**src/hw/rtl/pse_pkg.sv**
```systemverilog
// Shared types, codes and defaults of the postfix stack evaluator.
`default_nettype none
package pse_pkg;

	localparam int DATA_W        = 32;
	localparam int DEPTH_W       = 7;
	localparam int STACK_DEPTH_D = 64;

	// Token function codes; anything above FN_DIV is an unknown operator
	localparam logic [2:0] FN_PUSH = 3'd0;
	localparam logic [2:0] FN_ADD  = 3'd1;
	localparam logic [2:0] FN_SUB  = 3'd2;
	localparam logic [2:0] FN_MUL  = 3'd3;
	localparam logic [2:0] FN_DIV  = 3'd4;

	// Result status codes
	localparam logic [2:0] ST_OK        = 3'd0;
	localparam logic [2:0] ST_UNDERFLOW = 3'd1;
	localparam logic [2:0] ST_DIVZERO   = 3'd2;
	localparam logic [2:0] ST_UNKNOWN   = 3'd3;
	localparam logic [2:0] ST_OVERFLOW  = 3'd4;

	typedef struct packed {
		logic [2:0]  func;
		logic [30:0] token_value;
	} tok_t;

	typedef struct packed {
		logic signed [DATA_W-1:0]  top_value;
		logic        [DEPTH_W-1:0] depth;
		logic        [2:0]         status;
	} res_t;

	typedef enum logic [2:0] {
		S_IDLE,
		S_READ,
		S_MUL,
		S_DIV,
		S_FIN
	} state_t;

endpackage
`default_nettype wire

```
**src/hw/rtl/pse_ram.sv**
```systemverilog
// Generic single-write, single-read RAM with a registered read port.
`default_nettype none
module pse_ram #(
	parameter int WIDTH = 32,
	parameter int DEPTH = 64
) (
	input  wire logic                     clk,
	input  wire logic                     we,
	input  wire logic [$clog2(DEPTH)-1:0] waddr,
	input  wire logic [WIDTH-1:0]         wdata,
	input  wire logic [$clog2(DEPTH)-1:0] raddr,
	output logic      [WIDTH-1:0]         rdata
);

	logic [WIDTH-1:0] mem_q [DEPTH];

	// Write on enable, read every cycle
	always_ff @(posedge clk) begin
		if (we) begin
			mem_q[waddr] <= wdata;
		end
		rdata <= mem_q[raddr];
	end

endmodule
`default_nettype wire

```
**src/hw/rtl/pse_div.sv**
```systemverilog
// Iterative signed divider, one quotient bit per cycle, truncating toward zero.
`default_nettype none
module pse_div (
	input  wire logic                       clk,
	input  wire logic                       arst_n,
	input  wire logic                       start,
	input  wire logic [pse_pkg::DATA_W-1:0] dividend,
	input  wire logic [pse_pkg::DATA_W-1:0] divisor,
	output logic                            done,
	output logic      [pse_pkg::DATA_W-1:0] quotient
);

	localparam int W   = pse_pkg::DATA_W;
	localparam int CW  = $clog2(W + 1);

	logic [CW-1:0] cnt_q;
	logic          done_q;
	logic [W-1:0]  rem_q;
	logic [W-1:0]  quo_q;
	logic [W-1:0]  mb_q;
	logic          neg_q;
	logic [W:0]    trial;

	// Trial subtract of the divisor from the shifted remainder
	assign trial = {rem_q, quo_q[W-1]} - {1'b0, mb_q};

	// Control: count iterations and flag the last one
	always_ff @(posedge clk or negedge arst_n) begin
		if (!arst_n) begin
			cnt_q  <= '0;
			done_q <= 1'b0;
		end else begin
			done_q <= 1'b0;
			if (start) begin
				cnt_q <= CW'(W);
			end else if (cnt_q != '0) begin
				cnt_q  <= cnt_q - CW'(1);
				done_q <= (cnt_q == CW'(1));
			end
		end
	end

	// Datapath: load magnitudes, then shift in one quotient bit a cycle
	always_ff @(posedge clk) begin
		if (start) begin
			rem_q <= '0;
			quo_q <= dividend[W-1] ? (W'(0) - dividend) : dividend;
			mb_q  <= divisor[W-1] ? (W'(0) - divisor) : divisor;
			neg_q <= dividend[W-1] ^ divisor[W-1];
		end else if (cnt_q != '0) begin
			if (!trial[W]) begin
				rem_q <= trial[W-1:0];
				quo_q <= {quo_q[W-2:0], 1'b1};
			end else begin
				rem_q <= {rem_q[W-2:0], quo_q[W-1]};
				quo_q <= {quo_q[W-2:0], 1'b0};
			end
		end
	end

	assign done     = done_q;
	assign quotient = neg_q ? (W'(0) - quo_q) : quo_q;

endmodule
`default_nettype wire

```
**src/hw/rtl/postfix_stack_evaluator.sv**
```systemverilog
// Postfix stack evaluator: pushes numbers and applies add, subtract, multiply, divide.
// Usage:
//   Token channel (tok_valid / tok_stall / tok) carries one postfix token per request:
//   a push of a 31-bit value or an operator. Result channel (res_valid / res_stall / res)
//   returns exactly one result per token: new top of stack, depth and status.
// Sequencing:
//   A push or any token rejected with an error (overflow, underflow, unknown operator)
//   yields its result in the cycle after acceptance, and the next token may follow at once
//   if the result register is free. For the operators the operand below the top is
//   fetched from the stack RAM, the product is registered, and the quotient comes from a
//   bit-serial divider (32 iterations). One token is in work at a time; the top of stack
//   is held in a register beside the RAM.
// Reset:
//   arst_n clears the sequencer state, the stack pointer and the result valid flag; RAM
//   contents stay as they are and are never read before being written.
// Stall:
//   A result holds in its output register while res_stall is high; a new token is accepted
//   only when idle and when that register is free or being emptied in the same cycle.
`default_nettype none
module postfix_stack_evaluator #(
	parameter int STACK_DEPTH = pse_pkg::STACK_DEPTH_D
) (
	input  wire logic          clk,
	input  wire logic          arst_n,
	input  wire logic          tok_valid,
	output logic               tok_stall,
	input  wire pse_pkg::tok_t tok,
	output logic               res_valid,
	input  wire logic          res_stall,
	output pse_pkg::res_t      res
);

	localparam int W   = pse_pkg::DATA_W;
	localparam int SPW = $clog2(STACK_DEPTH + 1);
	localparam int AW  = $clog2(STACK_DEPTH);

	pse_pkg::state_t state_q, state_d;

	logic [SPW-1:0] sp_q, sp_d;
	logic [W-1:0]   top_q, top_d;
	logic [W-1:0]   a_q, b_q, r_q, r_d;
	logic [2:0]     func_q;
	logic [2:0]     status_q, status_d;
	logic           res_valid_q;
	pse_pkg::res_t  res_q, res_d;
	logic           load_res;
	logic           res_free;
	logic           accept;

	logic           mem_we;
	logic [AW-1:0]  mem_waddr;
	logic [W-1:0]   mem_wdata;
	logic [AW-1:0]  mem_raddr;
	logic [W-1:0]   mem_rdata;

	logic           div_start;
	logic           div_done;
	logic [W-1:0]   div_quo;

	pse_ram #(
		.WIDTH (W),
		.DEPTH (STACK_DEPTH)
	) u_stack (
		.clk   (clk),
		.we    (mem_we),
		.waddr (mem_waddr),
		.wdata (mem_wdata),
		.raddr (mem_raddr),
		.rdata (mem_rdata)
	);

	// Operands are taken straight from the RAM and the top register at start
	pse_div u_div (
		.clk      (clk),
		.arst_n   (arst_n),
		.start    (div_start),
		.dividend (mem_rdata),
		.divisor  (top_q),
		.done     (div_done),
		.quotient (div_quo)
	);

	assign res_free  = !res_valid_q || !res_stall;
	assign tok_stall = (state_q != pse_pkg::S_IDLE) || !res_free;
	assign accept    = tok_valid && !tok_stall;

	// Sequence one token: check, fetch, compute, write back
	always_comb begin
		state_d   = state_q;
		sp_d      = sp_q;
		top_d     = top_q;
		r_d       = r_q;
		status_d  = status_q;
		load_res  = 1'b0;
		res_d     = res_q;
		mem_we    = 1'b0;
		mem_waddr = sp_q[AW-1:0];
		mem_wdata = {1'b0, tok.token_value};
		mem_raddr = AW'(sp_q - SPW'(2));
		div_start = 1'b0;
		case (state_q)
			pse_pkg::S_IDLE: begin
				if (accept) begin
					res_d.top_value = (sp_q == '0) ? '0 : top_q;
					res_d.depth     = pse_pkg::DEPTH_W'(sp_q);
					res_d.status    = pse_pkg::ST_OK;
					if (tok.func == pse_pkg::FN_PUSH) begin
						load_res = 1'b1;
						if (sp_q >= SPW'(STACK_DEPTH)) begin
							res_d.status = pse_pkg::ST_OVERFLOW;
						end else begin
							mem_we          = 1'b1;
							sp_d            = sp_q + SPW'(1);
							top_d           = {1'b0, tok.token_value};
							res_d.top_value = {1'b0, tok.token_value};
							res_d.depth     = pse_pkg::DEPTH_W'(sp_q + SPW'(1));
						end
					end else if (!(tok.func inside {[pse_pkg::FN_PUSH:pse_pkg::FN_DIV]})) begin
						load_res     = 1'b1;
						res_d.status = pse_pkg::ST_UNKNOWN;
					end else if (sp_q < SPW'(2)) begin
						load_res     = 1'b1;
						res_d.status = pse_pkg::ST_UNDERFLOW;
					end else begin
						state_d = pse_pkg::S_READ;
					end
				end
			end
			pse_pkg::S_READ: begin
				status_d = pse_pkg::ST_OK;
				state_d  = pse_pkg::S_FIN;
				case (func_q)
					pse_pkg::FN_ADD: r_d = mem_rdata + top_q;
					pse_pkg::FN_SUB: r_d = mem_rdata - top_q;
					pse_pkg::FN_MUL: state_d = pse_pkg::S_MUL;
					default: begin
						if (top_q == '0) begin
							status_d = pse_pkg::ST_DIVZERO;
						end else begin
							state_d = pse_pkg::S_DIV;
						end
					end
				endcase
			end
			pse_pkg::S_MUL: begin
				r_d     = W'(a_q * b_q);
				state_d = pse_pkg::S_FIN;
			end
			pse_pkg::S_DIV: begin
				if (div_done) begin
					r_d     = div_quo;
					state_d = pse_pkg::S_FIN;
				end
			end
			pse_pkg::S_FIN: begin
				if (res_free) begin
					load_res     = 1'b1;
					res_d.status = status_q;
					if (status_q == pse_pkg::ST_OK) begin
						mem_we          = 1'b1;
						mem_waddr       = AW'(sp_q - SPW'(2));
						mem_wdata       = r_q;
						sp_d            = sp_q - SPW'(1);
						top_d           = r_q;
						res_d.top_value = r_q;
						res_d.depth     = pse_pkg::DEPTH_W'(sp_q - SPW'(1));
					end else begin
						res_d.top_value = top_q;
						res_d.depth     = pse_pkg::DEPTH_W'(sp_q);
					end
					state_d = pse_pkg::S_IDLE;
				end
			end
			default: state_d = pse_pkg::S_IDLE;
		endcase
		div_start = (state_q == pse_pkg::S_READ) && (state_d == pse_pkg::S_DIV);
	end

	// Hold the sequencer state
	always_ff @(posedge clk or negedge arst_n) begin
		if (!arst_n) begin
			state_q <= pse_pkg::S_IDLE;
		end else begin
			state_q <= state_d;
		end
	end

	// Advance the stack pointer and the result valid flag
	always_ff @(posedge clk or negedge arst_n) begin
		if (!arst_n) begin
			sp_q        <= '0;
			res_valid_q <= 1'b0;
		end else begin
			sp_q <= sp_d;
			if (load_res) begin
				res_valid_q <= 1'b1;
			end else if (!res_stall) begin
				res_valid_q <= 1'b0;
			end
		end
	end

	// Capture operands, intermediate result and the outgoing result
	always_ff @(posedge clk) begin
		top_q    <= top_d;
		r_q      <= r_d;
		status_q <= status_d;
		if (accept) begin
			func_q <= tok.func;
		end
		if (state_q == pse_pkg::S_READ) begin
			a_q <= mem_rdata;
			b_q <= top_q;
		end
		if (load_res) begin
			res_q <= res_d;
		end
	end

	assign res_valid = res_valid_q;
	assign res       = res_q;

endmodule
`default_nettype wire
```
**config.mk**
```make
export PLATFORM = sky130hd
export DESIGN_NAME = postfix_stack_evaluator
export DESIGN_NICKNAME = d
export VERILOG_FILES = /design/src/hw/rtl/pse_pkg.sv /design/src/hw/rtl/pse_ram.sv /design/src/hw/rtl/pse_div.sv /design/src/hw/rtl/postfix_stack_evaluator.sv
export SDC_FILE = /design/constraint.sdc
export NUM_CORES = 2
export LEC_CHECK = 0
export BUFFER_PORTS_ARGS = -buffer_cell sky130_fd_sc_hd__clkbuf_2
export CELL_PAD_IN_SITES_DETAIL_PLACEMENT = 1
export CELL_PAD_IN_SITES_GLOBAL_PLACEMENT = 1
export CORE_MARGIN = 2
export CORE_UTILIZATION = 50
export DETAILED_ROUTE_END_ITERATION = 12
export PLACE_DENSITY_LB_ADDON = 0.1
export SYNTH_ARGS = -nofsm -noshare
export SYNTH_HDL_FRONTEND = slang
export SYNTH_SLANG_ARGS = --single-unit
```
**constraint.sdc**
```tcl
create_clock -name clk -period 20.8 [get_ports clk]
set_clock_uncertainty 0.15 [all_clocks]
set_input_delay 4.16 -clock clk [delete_from_list [all_inputs] [get_ports clk]]
set_output_delay 4.16 -clock clk [all_outputs]
set_load 0.02 [all_outputs]
```
### Yosys cells after proc, flatten, opt, wreduce, memory -nomap -nowiden

Memories as Yosys holds them, arrays and structs flattened. A register that Yosys moved wholly into a read port is not among the register bits.
Index checks and enable logic that the tools add are counted.
Widths: inputs -> output; s select.

* memories: 1
* output and inout bits: 44
* bits in registers: 291
* RAM bits: 2048
* bits of input ports: 38
* logic and storage cells: 146

Memories
* u_stack.mem_q: depth 64, width 32, rd ports 1, clocked after Yosys merged registers in 1, wr ports 1, line pse_ram.sv:15 `logic [WIDTH-1:0] mem_q [DEPTH];`

* $mul: 1
* multiplexer cells: 69
* bitwise logic cells: 1
* equality and inequality tests: 17
* reductions and logical operators: 24
* add/sub/neg operators: 10
* magnitude comparators: 4

Operator list (count)
* $mux 32: 15
* $pmux 32 s2: 2
* $mux 39: 3
* $pmux 32 s3: 1
* $sub 1x32->32 const A: 3
* $mux 42: 2
* $pmux 42 s2: 1
* $mux 7: 5
* $sub 33x32->33: 1
* $add 32x32->32: 1
* $logic_not 32->1: 1
* $mul 32x32->32: 1
* $sub 32x32->32: 1
* $mux 31: 1
* $mux 6: 5
* $mux 3: 9
* $mux 1: 18
* $eq 3x2->1 const B: 5
* $pmux 3 s5: 1
* $pmux 7 s2: 1
* $ne 2x2->1 const B: 5
* $logic_not 3->1: 3
* $add 7x1->7 const B: 1
* $ge 7x7->1 const B: 1
* 27 further kinds: 39

### Longest topological paths before layout

* depth after elaboration: 11
* mapped depth: 29
* depth with buffers taken out: 26

### Modules after synthesis

From an unflattened synthesis, not the netlist that was laid out.

* cells, all modules: 6975
* area, all modules: 112256.4 µm²

By module, submodules not included
* pse_ram: cells each 3324, area an instance 78515.3 µm², seq. area each 62139.6 µm², instances 1
* postfix_stack_evaluator: cells each 2798, area an instance 26117.5 µm², seq. area each 5500.3 µm², instances 1
* pse_div: cells each 853, area an instance 7623.6 µm², seq. area each 2767.7 µm², instances 1

### Worst setup path after synthesis

No wires, ideal clock.

* path kind: input to output
* start point: input res_stall
* end point: output tok_stall
* arrival time: 4.468 ns
* required time: 16.490 ns
* stages on the path: 2
* buffers on the path: 0
* setup slack: 12.022 ns
* cell sequence: nand2_1 nand2_1

* cells in the longest elaborated chain, start to end: 4

Ends and longest elaborated chain
* start: declaration: line postfix_stack_evaluator.sv:29 `input wire logic res_stall,`
* $logic_not 1->1
* $logic_or 1x1->1: line postfix_stack_evaluator.sv:83 `assign res_free = !res_valid_q || !res_stall;`
* $logic_not 1->1: line postfix_stack_evaluator.sv:84 `assign tok_stall = (state_q != pse_pkg::S_IDLE) || !res_free;`
* $logic_or 1x1->1: line postfix_stack_evaluator.sv:84
* end: declaration: line postfix_stack_evaluator.sv:26 `output logic tok_stall,`

No other way between the ends.

### Final worst setup path

Ends and elaborated chain as after synthesis.

==> results.tsv <==
stage	metric	value	unit
outcome	status	completed	
worst_setup_path	CP endpoint	tok_stall	
worst_setup_path	WP data required	16.49	ns
synthesis	syn_area_per_cell	16.8	um^2
sta	Max Clk Rate	111	MHz
global_routing	largest net degree at the start of global routing	100	
sta	Slew Viols, Final	0	
global_routing	initial antenna violation count	14	
die	# IOs	82	
cts	CTS H-tree depth	4	
finish	Multi-input gate area	38900	um^2
worst_setup_path	Setup crit end kind	output pin	
worst_setup_path	Arr. time, crit path	4.67	ns
worst_setup_path	critical path fanouts, max	8	
global_routing	number of global-route vias before repair	65000	
die	core box area	222000	um^2
global_routing	global route total overflow	0	
synthesis	syn_nets	7292	
cts	Post-CTS Hold Buffers	0	
worst_setup_path	CP max stage cell	nand2_1	
die	Die Height	477	um
worst_setup_path	slowest stage delay, CP	0.18	ns
synthesis	Seq cells post-synth	2369	
cts	clock latency on the worst-skew pair	0.90	ns
worst_setup_path	Crit. path cell count	4	
die	Die ar.	227000	um^2
synthesis	largest area contributor in the synthesized netlist	edfxtp_1	
die	Initial Util	50.3	%
drt	total number of vias	60500	
synthesis	Async S/R FF share, synth	0.760	%
finish	Top reg by flops	u_stack.mem_q	
worst_setup_path	CP Launch Point	res_stall	
drt	initial DRC count	5875	
synthesis	EDFF count, synth	2287	
worst_setup_path	R2R setup slack	12.59	ns
finish	layout cell share with drive strength beyond 1	20.5	%
cts	CTS tree	yes	
finish	FF+latch area	70400	um^2
global_routing	total track usage	27.6	%
worst_hold_path	Hold WC Path Type	reg2reg	
finish	nets	7453	
worst_setup_path	Worst R2R End	r_q[25]	
synthesis	commonest register cell after synthesis	edfxtp_1	
die	# rows	173	
synthesis	Synth cell types	85	
drt	Routed Antenna Nets	0	
worst_setup_path	delay-heaviest family, CP	simple AND/OR/NAND/NOR gates	
finish	synthesis-to-layout area growth	11.7	%
drt	Pre-antenna DRT Iters	10	
cts	Post-CTS Setup Bufs	0	
synthesis	Syn Inst Count	6648	
cts	Root Driver	clkbuf_16	
synthesis	Synth top area share	61.4	%
global_routing	first-pass GRT wire length	456	mm
cts	maximum clock insertion buffer count	3	
synthesis	sequential area share after synthesis	63.0	%
sta	Sum Neg Setup Slack	0	ns
worst_setup_path	crit start category	input pin	
sta	pin slew with the least headroom to its limit	1.35	ns
drt	WL per Instance	30.9	um
finish	# fillers	20100	
placement	gpl congestion	0.872	
placement	Port Buffer Count	81	
sta	Tmin final	8.98	ns
finish	most frequent cells in the layout	edfxtp_1, mux4_2, nand2_1	
sta	slew margin rel.	10.2	%
sta	RSZ-0062 raised after global routing	false	
synthesis	Post-Syn Area	112000	um^2
drt	Total Wirelength	309	mm
cts	clock slew at reported path FFs	0.06	ns
cts	clock buffer count from CTS	236	
worst_setup_path	FF-to-FF Start	a_q[8]	
job	Max-Cap Viols	0	
worst_setup_path	Crit Path Category	in2out	
drt	DRC viols	0	
cts	cts repair resizes	0	
synthesis	synth top area cells	edfxtp_1, mux4_2, fa_1	
worst_setup_path	Crit path buffers/inverters	2	
finish	number of flip-flops under the largest register name	2048	
placement	hpwl dp	197	mm
sta	period utilization	43.2	%
die	Die X	477	um
synthesis	yosys warns	0	
worst_setup_path	reg2reg path depth	25	
finish	most common cell after layout, fill and taps aside	edfxtp_1	
sta	Fin. Hold Viols	0	
cts	CTS sink cnt	2369	
sta	final setup vio count	0	
worst_setup_path	critical-path cell list	clkbuf_2 > nand2_1 > nand2_1 > clkbuf_2	
drt	via/cell ratio	6.05	
## synth_stat cells (26+ instances only)
library cell and count:
mux2i_1 32, nand3_1 36, nor2_1 168, o21ai_0 164, xor2_1 101, nor3_1 30
buf_1 62, nand2b_1 31, ha_1 196, a211oi_1 32, and2_1 317, a21oi_1 125
edfxtp_1 2287, inv_1 483, nor2b_1 26, xnor2_1 168, mux4_2 663, dfxtp_1 64
fa_1 410, nand2_1 609, a222oi_1 31, clkbuf_1 260, o31ai_1 28, a21o_1 32
## per-layer routing
layer / global-route usage, % / wire length, um / vias to the layer above
li1: - / - / 25400
met1: 38.0 / 127000 / 32700
met2: 46.3 / 154000 / 2001
met3: 3.19 / 16600 / 424
met4: 9.08 / 10700 / 2
met5: 0 / 13 / -
## worst min-delay path by stage
stage	startpoint	end	depth (start not counted)
2_1_floorplan	u_stack.rdata[31]	a_q[31]	0
3_3_place_gp	u_div.rem_q[0]	u_div.rem_q[1]	2
3_5_place_dp	u_div.rem_q[0]	u_div.rem_q[1]	2
4_1_cts	u_div.rem_q[1]	u_div.rem_q[1]	2
5_1_grt	u_div.rem_q[6]	u_div.rem_q[7]	2
6_report	u_div.rem_q[1]	u_div.rem_q[1]	2
## worst min-delay path: stages (launching register included)
cell,delay [ns]
dfxtp_1,0.32
nand3_1,0.07
nand3_1,0.07
## layout make-up
cell class                 instances  area share, %
tap                             2975           2.98
timing repair buffer             265           1.46
multi-input combinational       3452           31.2
clock inverter                   154           1.45
sequential                      2369           56.4
inverter                         485           1.46
antenna                            6         0.0120
clock buffer                     296           5.05
## logic make-up after synthesis
family	synth area share, %
buffers and inverters	2.80
DFF	63.0
xor gates and xnor gates	2.11
adders and majority gates	9.55
and+or+nand+nor	5.79
AOI/OAI and AO/OA	3.09
muxes	13.7
## metrics by stage
stage	instances	setup WS, ns	utilization [%]	hold WS (ns)	cell area (um^2)
detailed placement	9546	11.81	52.5	0.351	117000
global placement	9546	11.79	52.5	0.340	117000
global route	9998	11.76	56.2	0.390	125000
floorplan	6648	12.02	-	0.256	112000
CTS	9996	11.81	56.2	0.362	125000
finish	10000	11.82	56.2	0.362	125000
Power is left out: the tool's default activity adds up to more than one toggle a clock period on the data nets, which glitch-free logic cannot reach.
